**src/rtl/gmp_pkg.sv**
```systemverilog
// Shared types and constants for the greedy multi-way partition core.
`timescale 1ns / 1ps
`default_nettype none
package gmp_pkg;

  localparam int SUM_BITS    = 56;
  localparam int CHOSEN_BITS = 4;
  localparam int CFG_BITS    = 5;

  // Per-cycle control from the selector to every cell.
  typedef struct packed {
    logic load;   // a word is accepted this cycle
    logic first;  // accepted word starts a new problem
    logic here;   // this cell holds the chosen subset
    logic after;  // this cell sits past the chosen one in the chain
  } cell_ctl_t;

  // Status a cell reports back.
  typedef struct packed {
    logic act;    // subset index is in use
    logic lt;     // cell key orders before the new key
  } cell_stat_t;

endpackage
`default_nettype wire

```
**src/rtl/gmp_cell.sv**
```systemverilog
// One slot of the sorted chain of subset sums: holds a (sum, index) key.
`timescale 1ns / 1ps
`default_nettype none
module gmp_cell #(
  parameter int IDX_BITS = 4,
  parameter int CELL_IDX = 0
) (
  input  wire logic                         clk,
  input  wire logic                         rst,
  input  wire gmp_pkg::cell_ctl_t           ctl,
  input  wire logic [IDX_BITS:0]            limit,
  input  wire logic [gmp_pkg::SUM_BITS-1:0] key_sum,
  input  wire logic [IDX_BITS-1:0]          key_idx,
  input  wire logic [gmp_pkg::SUM_BITS-1:0] up_sum,
  input  wire logic [IDX_BITS-1:0]          up_idx,
  input  wire logic                         up_lt,
  output logic      [gmp_pkg::SUM_BITS-1:0] sum_e,
  output logic      [IDX_BITS-1:0]          idx_e,
  output gmp_pkg::cell_stat_t               stat
);
  import gmp_pkg::*;

  logic [SUM_BITS-1:0] sum;
  logic [IDX_BITS-1:0] idx;
  logic [SUM_BITS-1:0] sum_next;
  logic [IDX_BITS-1:0] idx_next;

  // a new problem sees the cleared, index-ordered chain
  assign sum_e = ctl.first ? '0 : sum;
  assign idx_e = ctl.first ? IDX_BITS'(CELL_IDX) : idx;

  assign stat.act = {1'b0, idx_e} < limit;
  assign stat.lt  = (sum_e < key_sum) || ((sum_e == key_sum) && (idx_e < key_idx));

  always_comb begin
    sum_next = sum_e;
    idx_next = idx_e;
    if (ctl.here || ctl.after) begin
      if (up_lt) begin
        sum_next = up_sum;
        idx_next = up_idx;
      end else if (ctl.here || stat.lt) begin
        sum_next = key_sum;
        idx_next = key_idx;
      end
    end
  end

  always_ff @(posedge clk) begin
    if (rst) begin
      sum <= '0;
      idx <= IDX_BITS'(CELL_IDX);
    end else if (ctl.load) begin
      sum <= sum_next;
      idx <= idx_next;
    end
  end

endmodule
`default_nettype wire

```
**config.mk**
```make
export PLATFORM = sky130hd
export DESIGN_NAME = gmp_cell
export DESIGN_NICKNAME = d
export VERILOG_FILES = /design/src/rtl/gmp_pkg.sv /design/src/rtl/gmp_cell.sv
export SDC_FILE = /design/constraint.sdc
export NUM_CORES = 1
export LEC_CHECK = 0
export BUFFER_PORTS_ARGS = -buffer_cell sky130_fd_sc_hd__buf_2
export CAP_MARGIN = 20
export CORE_MARGIN = 3
export CORE_UTILIZATION = 50
export CTS_CLUSTER_DIAMETER = 60
export CTS_CLUSTER_SIZE = 28
export DETAILED_ROUTE_END_ITERATION = 12
export PLACE_DENSITY = 0.85
export SYNTH_ARGS = -nofsm -noshare
export SYNTH_HDL_FRONTEND = slang
export SYNTH_SLANG_ARGS = --single-unit
```
**constraint.sdc**
```tcl
create_clock -name clk -period 6.5 [get_ports clk]
set_clock_uncertainty 0.05 [all_clocks]
set_input_delay 0.65 -clock clk [delete_from_list [all_inputs] [get_ports clk]]
set_output_delay 0.65 -clock clk [all_outputs]
set_load 0.05 [all_outputs]
```
# Yosys cells after proc, flatten, opt, wreduce, memory -nomap -nowiden
# Index checks and enable logic that the tools add are counted.
[totals]
ff_bits = 60
latch_bits = 0
ram_bits = 0
mem_bits_ro = 0
inputBits = 132
output_inout_bits = 62
word_cells = 18
mem_count = 0
[op_classes]
addsub = 0
mul = 0
div = 0
magnitude_cmp = 3
n_eq_ne = 1
n_shift = 0
muxes = 8
n_bitwise = 0
n_reduce_logical = 4
[op_table]
columns = ["cell", "n"]
rows = [
  ["$mux 56", 4],
  ["$eq 56x56->1", 1],
  ["$lt 56x56->1", 1],
  ["$mux 4", 4],
  ["$lt 4x5->1", 1],
  ["$lt 4x4->1", 1],
  ["$logic_or 1x1->1", 3],
  ["$logic_and 1x1->1", 1],
]

# Logic depth before layout (Yosys ltp)
# Gate-level depths: netlist of the first run.
[depth]
depth_word = 8
mapped_depth = 14
depth_no_buf = 10

# Worst setup path after synthesis of the first run
# OpenSTA, ideal clock, no wires.
[synth_path]
path_type = "input port to output port"
from = "input port ctl[2] in the netlist's numbering"
to = "output port stat[0] in the netlist's numbering"
arrival_ns = 3.038
required_time_ns = 5.800
path_slack_ns = 2.762
cell_stages = 10
n_path_buf = 2
cell_sequence = "clkbuf_1 > clkbuf_1 > and2b_2 > ha_1 > nand4_1 > o21bai_1 > a211oi_1 > o32ai_2 > nor4_1 > a21o_2"
[synth_lines]
columns = ["item", "line", "rtl"]
rows = [
  ["start, declared", "gmp_cell.sv:10", "input wire gmp_pkg::cell_ctl_t ctl,"],
  ["end, declared", "gmp_cell.sv:19", "output gmp_pkg::cell_stat_t stat"],
]

==> metrics.txt, run 1 <==
gr usage total=24.5%; Worst Tran Pin Value=roughly 0.96 ns; CP top delay family=simple AND/OR/NAND/NOR gates; WP data required=5.80 ns; Final min period=4.60 ns; Die Area=roughly 0.012 sq mm; CTS tree=done; Via Count=5597; nets=1062; Root Driver=clkbuf_8; Via density=5.55; Port Buffers=193; Rel. slew slack=35.8%; Worst Setup Path Type=in2out; Top cell by count, worst path=buf_2; Crit path buffers/inverters=2; maximum root-to-sink buffer count=2; Worst Setup Start Kind=input port; CTS buffer count=9; die height=112 microns; average cell area after synthesis=7.97 sq um; final hold vios=0; placed instance area=0.00649 sq mm; Synth area leaders=dfxtp_1 (21%), ha_1 (14%), mux2i_1 (11%); core box area=0.0106 sq mm; unrepaired setup endpoints after global routing=false; post-synth cell types=45; Pwr Density=168 mW/mm^2; worst setup path startpoint=ctl[2]; Layout area overhead=19.4%; RR Endpoint=sum[3]; Sink Count=60; WL final=15800 microns; top-area cell type share of the netlist area=21.5%; I/O Pins=194; reg-to-reg startpoint=sum[34]; f_max=0.218 GHz; vias in the first global route=5388; Seq/Total Area, Yosys=between 20% and 30%; Syn Nets=896; Final Cell Area=~0.0067 sq mm; post-cts resize count=0; largest net degree at the start of global routing=between 60 and 70; VDD IR max=around 0.0001 V; post-placement cell count=993; YS warnings=0; R2R depth=11; gr ovfl total=0; CTS H-tree lvls=3; Fill cells=973; DR WL/cell=15.7 microns; max-cap violations=0; Final Non-Filler Cells=1009; Placer Congestion=0.801; die width=112 microns; Syn Inst Count=702; status=finished, final reports clean; CP Cell Sequence=buf_2 > and2b_2 > ha_1 > a21oi_1 > nand2_1 > a221oi_1 > o31ai_1 > nor4_1 > a21o_2 > buf_2; final setup fails=0; Slew Viols, Final=0; first-pass GRT wire length=25800 microns; Critical Path Fanout Max=60; area of the multi-input gates=0.00385 sq mm; Reg area=0.00120 sq mm; CP Depth=10; DRT iter0 DRCs=369; Rows=37; worst-path cell with the longest stage delay=buf_2; Post-DRT Antenna Nets=0; DPL Wire Length=11100 microns; Inserted Diodes=0; worst-skew pair later-pin latency=0.34 ns; hold crit path type=reg2reg; Setup Fix Bufs, Post-CTS=0; Tcrit/Tclk final=between 70% and 80%; Synth area leader=dfxtp_1; Critical Path Max Stage Delay=0.71 ns; Crit. End Element=output pin; share of cells above drive strength 1=32.4%; Leak Pwr=3.41 nW; flop2flop setup slack=2.89 ns; DRC Markers=0; synthesized area=about 0.0056 sq mm; initial antenna violation count=0; WHS=0.524 ns; DRT Pass-1 Iters=4; CTS hold repair buffers=0; crit path DAT=just under 4 ns; Total Neg Setup Slack=0 ns; Critical Path End=stat[0]; Initial Utilization=52.7%; Yosys reg bits=60; clk slew on worst S/H paths=0.06 ns
==> how the worst min path moves through the flow <==
stage | from | endpoint | slack [ns] | depth (start not counted)
final | sum[23] | sum[23] | 0.52 | 4
after global routing | sum[21] | sum[21] | 0.55 | 4
after detailed placement | sum[9] | sum[9] | 0.51 | 4
after global placement | sum[50] | sum[50] | 0.51 | 4
after CTS | sum[23] | sum[23] | 0.53 | 4
after floorplan | idx[1] | idx[1] | 0.49 | 4
==> per-layer routing <==
layer | vias to the layer above | part of all wire (%) | routed length, microns | track usage (%)
li1 | 2826 | - | - | -
met1 | 2548 | 44 | 6900 | 31.4
met2 | 200 | 48 | 7670 | 42.1
met3 | 23 | 6.4 | 1010 | 4.24
met4 | 0 | 1.7 | 267 | 7.38
met5 | - | 0 | 0 | 0
==> report_power, final <==
part | internal [mW] | switching, mW
logic | 0.145 | 0.244
clock network | 0.170 | 0.152
registers | 0.399 | 0.0141
total | 0.714 | 0.411
==> Yosys cell counts (all sizes together) <==
cell type / count
nand3: 5
a211oi: 6
o221ai: 60
o211a: 1
nor4b: 1
or4: 1
a21oi: 84
buf: 8
nor4: 2
o21ai: 6
a21o: 4
a21boi: 3
o2111ai: 1
a221oi: 2
o31ai: 1
o21bai: 1
inv: 67
nor3b: 1
nand4: 12
and4: 1
dfxtp: 60
ha: 62
o211ai: 1
or2: 1
clkbuf: 37
nor2: 125
nor3: 4
o32ai: 1
nand2: 19
mux2i: 60
o21a: 1
or2b: 1
and2b: 58
nand2b: 5
==> logic make-up (layout without fill, tap and decap cells) <==
logic type / Yosys count / in the layout / share of synthesized area [%]
AND/OR/NAND/NOR: 236 / 236 / 23.2
AO/OA/AOI/OAI: 172 / 172 / 20.8
flip-flops: 60 / 60 / 21.5
buffers and inverters: 112 / 283 / 9.94
multiplexers: 60 / 60 / 10.7
adder cells (fa/ha/maj): 62 / 62 / 13.9
==> registers in the layout, indices dropped and copies added (netlist names) <==
| signal | cells |
|---|---|
| idx | 4 |
| sum | 56 |
==> worst reg2reg max path, cell delays in order, from the launching register on <==
cell      delay, ns
dfxtp_1        0.31
and2b_2        0.22
ha_1           0.31
nand4_1        0.18
nor4b_1        0.63
nand2_1        0.18
o32ai_2        0.24
nor4_1         0.14
a211oi_4       0.28
buf_4          0.55
mux2i_1        0.27
a21oi_1        0.09
==> stage by stage <==
stage | utilization, % | setup WS (ns) | total power [mW]
floorplan | - | 2.76 | 0.701
global placement | 61.2 | 1.75 | 0.801
detailed placement | 61.2 | 1.67 | 0.808
CTS | 63.0 | 1.88 | 1.13
global route | 63.0 | 1.68 | 1.19
finish | 63.0 | 1.90 | 1.12
==> layout by cell type (no fill, tap or decap), drive strengths merged, types with 2 or more instances in the layout <==
cell type,instances
a211oi,6
a21boi,3
a21o,4
a21oi,84
a221oi,2
and2b,58
buf,200
clkbuf,15
dfxtp,60
ha,62
inv,67
mux2i,60
nand2,19
nand2b,5
nand3,5
nand4,12
nor2,125
nor3,4
nor4,2
o21ai,6
o221ai,60
==> area by class of cell <==
cell class	count	share of cell area (%)
flip-flops and latches	60	18.0
inverters	67	3.77
repair buffers	200	15.3
clock buffers	15	2.64
well taps	136	2.55
multi-input cells	530	57.7
clock inverters	1	0.0750
No activity file was read; power rests on OpenSTA's default activity.
==> inputs of run 2 (changes only) <==
==> constraint.sdc (replaced) <==
create_clock -name clk -period 4.4 [get_ports clk]
set_clock_uncertainty 0.05 [all_clocks]
set_input_delay 0.44 -clock clk [delete_from_list [all_inputs] [get_ports clk]]
set_output_delay 0.44 -clock clk [all_outputs]
set_load 0.05 [all_outputs]
==> run 2 against run 1 <==
Sequential power rose by 48%. Largest power group unchanged. Routed wire length grew 4.9%. Highest routed layer unchanged. Sequential share of layout area decreased by 0.094 points. Power grew 47%. Clock power grew 41%.
==> metrics.txt, run 2 (synthesis gave the netlist of run 1 again) <==
status=finished, final reports clean; Setup Fix Bufs, Post-CTS=0; clk slew on worst S/H paths=0.08 ns; die width=112 microns; Initial Utilization=52.7%; f_max=0.250 GHz; Leak Pwr=3.43 nW; vias in the first global route=5536; VDD IR max=0.000166 V; Tcrit/Tclk final=91.1%; unrepaired setup endpoints after global routing=false; nets=1065; gr ovfl total=0; gr usage total=between 20% and 30%; Post-DRT Antenna Nets=0; largest net degree at the start of global routing=61; Layout area overhead=20.0%; Via Count=5714; Root Driver=clkbuf_8; Rows=37; die height=112 microns; CTS buffer count=9; biggest regs=sum: 56 flops, idx: 4 flops; commonest cells after routing, fill and taps aside=buf_2 (193), nor2_1 (125), a21oi_1 (84); Port Buffers=between 150 and 200; Crit. End Element=output pin; CTS hold repair buffers=0; final setup fails=0; crit path DAT=3.52 ns; Final Cell Area=0.00671 sq mm; RR Endpoint=sum[40]; worst hold start=key_sum[44]; Rel. slew slack=51.1%; I/O Pins=between 150 and 200; Sink Count=60; initial antenna violation count=0; hold crit path type=in2reg; Top reg by flops=sum; WP data required=between 3 and 4 ns; core box area=0.0106 sq mm; first-pass GRT wire length=26500 microns; Pwr Total=1.65 mW; Pwr Density=246 mW/mm^2; Slew Viols, Final=0; WL final=16600 microns; max-cap violations=0; CTS tree=done; CTS H-tree lvls=3; Fill cells=967; Critical Path Fanout Max=14; Worst Setup Start Kind=input port; placed instance area=0.00654 sq mm; Worst Tran Pin Value=roughly 0.73 ns; reg-to-reg startpoint=sum[22]; maximum root-to-sink buffer count=2; hold depth=3; Largest register FFs=56; Worst Setup Path Type=in2out; R2R depth=11; flop2flop setup slack=1.04 ns; final hold vios=0; Die Area=0.0125 sq mm; DRC Markers=0; DR WL/cell=16.4 microns; commonest non-fill, non-tap cell in the layout=buf_2; share of cells above drive strength 1=32.9%; DRT Pass-1 Iters=5; worst-skew pair later-pin latency=0.34 ns; post-cts resize count=0; Final min period=4.01 ns; Via density=5.65; Endpoint, Worst Hold=sum[44]; DPL Wire Length=11600 microns; Total Neg Setup Slack=0 ns; area of the multi-input gates=between 0.003 and 0.004 sq mm; Placer Congestion=roughly 0.82; DRT iter0 DRCs=381; Inserted Diodes=0; Reg area=0.00120 sq mm
run 2: cell types whose count changed in the layout (fill, tap and decap cells not counted):
cell	change
clkbuf_8	-2
clkinvlp_4	+1
clkbuf_1	-2
clkinv_2	+3
buf_12	+2
buf_4	+1
run 2: worst max-delay path, cell delays in order:
cell and delay, ns:
buf_2 0.26, buf_4 0.25, buf_4 0.17, and2b_2 0.24, ha_1 0.31, nand4_1 0.16
o21bai_1 0.09, a211oi_1 0.38, o32ai_2 0.14, nor4_1 0.58, a21o_2 0.22, buf_2 0.27
run 2: where the power goes:
group	total, mW	switching (mW)	internal [mW]
clock	0.453	0.237	0.216
combinational	0.584	0.367	0.217
sequential	0.610	0.0210	0.589
run 2: worst max path at each step:
| stage | slack [ns] | from | end | cells after the start |
|---|---|---|---|---|
| 2_1_floorplan | 0.90 | ctl[2] | idx[3] | 13 |
| 3_3_place_gp | 0.25 | ctl[2] | sum[43] | 14 |
| 3_5_place_dp | 0.23 | ctl[2] | sum[40] | 14 |
| 4_1_cts | 0.39 | ctl[2] | stat[0] | 12 |
| 5_1_grt | 0.24 | ctl[2] | stat[0] | 12 |
| 6_report | 0.39 | ctl[2] | stat[0] | 12 |
run 2: area by class of cell:
| type | instances | area share (%) |
|---|---|---|
| Clock buffer | 11 | 2.11 |
| Timing Repair Buffer | 203 | 15.9 |
| Tap cell | 136 | 2.54 |
| Multi-Input combinational cell | 530 | 57.4 |
| Clock inverter | 5 | 0.410 |
| Inverter | 67 | 3.75 |
| Sequential cell | 60 | 17.9 |
run 2: per-stage QoR:
step	instances	hold WS [ns]	setup WS [ns]	util, %
after CTS	1012	0.346	0.388	63.3
after floorplan	702	0.490	0.904	-
after global placement	996	0.504	0.247	61.7
after detailed placement	996	0.509	0.226	61.7
final	1012	0.355	0.394	63.3
after global routing	1012	0.362	0.239	63.3
run 2: routing by layer:
layer  track usage [%]  vias up  routed length, microns
li1                  -     2838                       -
met1              32.3     2660                    7350
met2              44.2      195                    8030
met3              4.13       21                    1040
met4              6.08        0                     210
met5                 0        -                       0
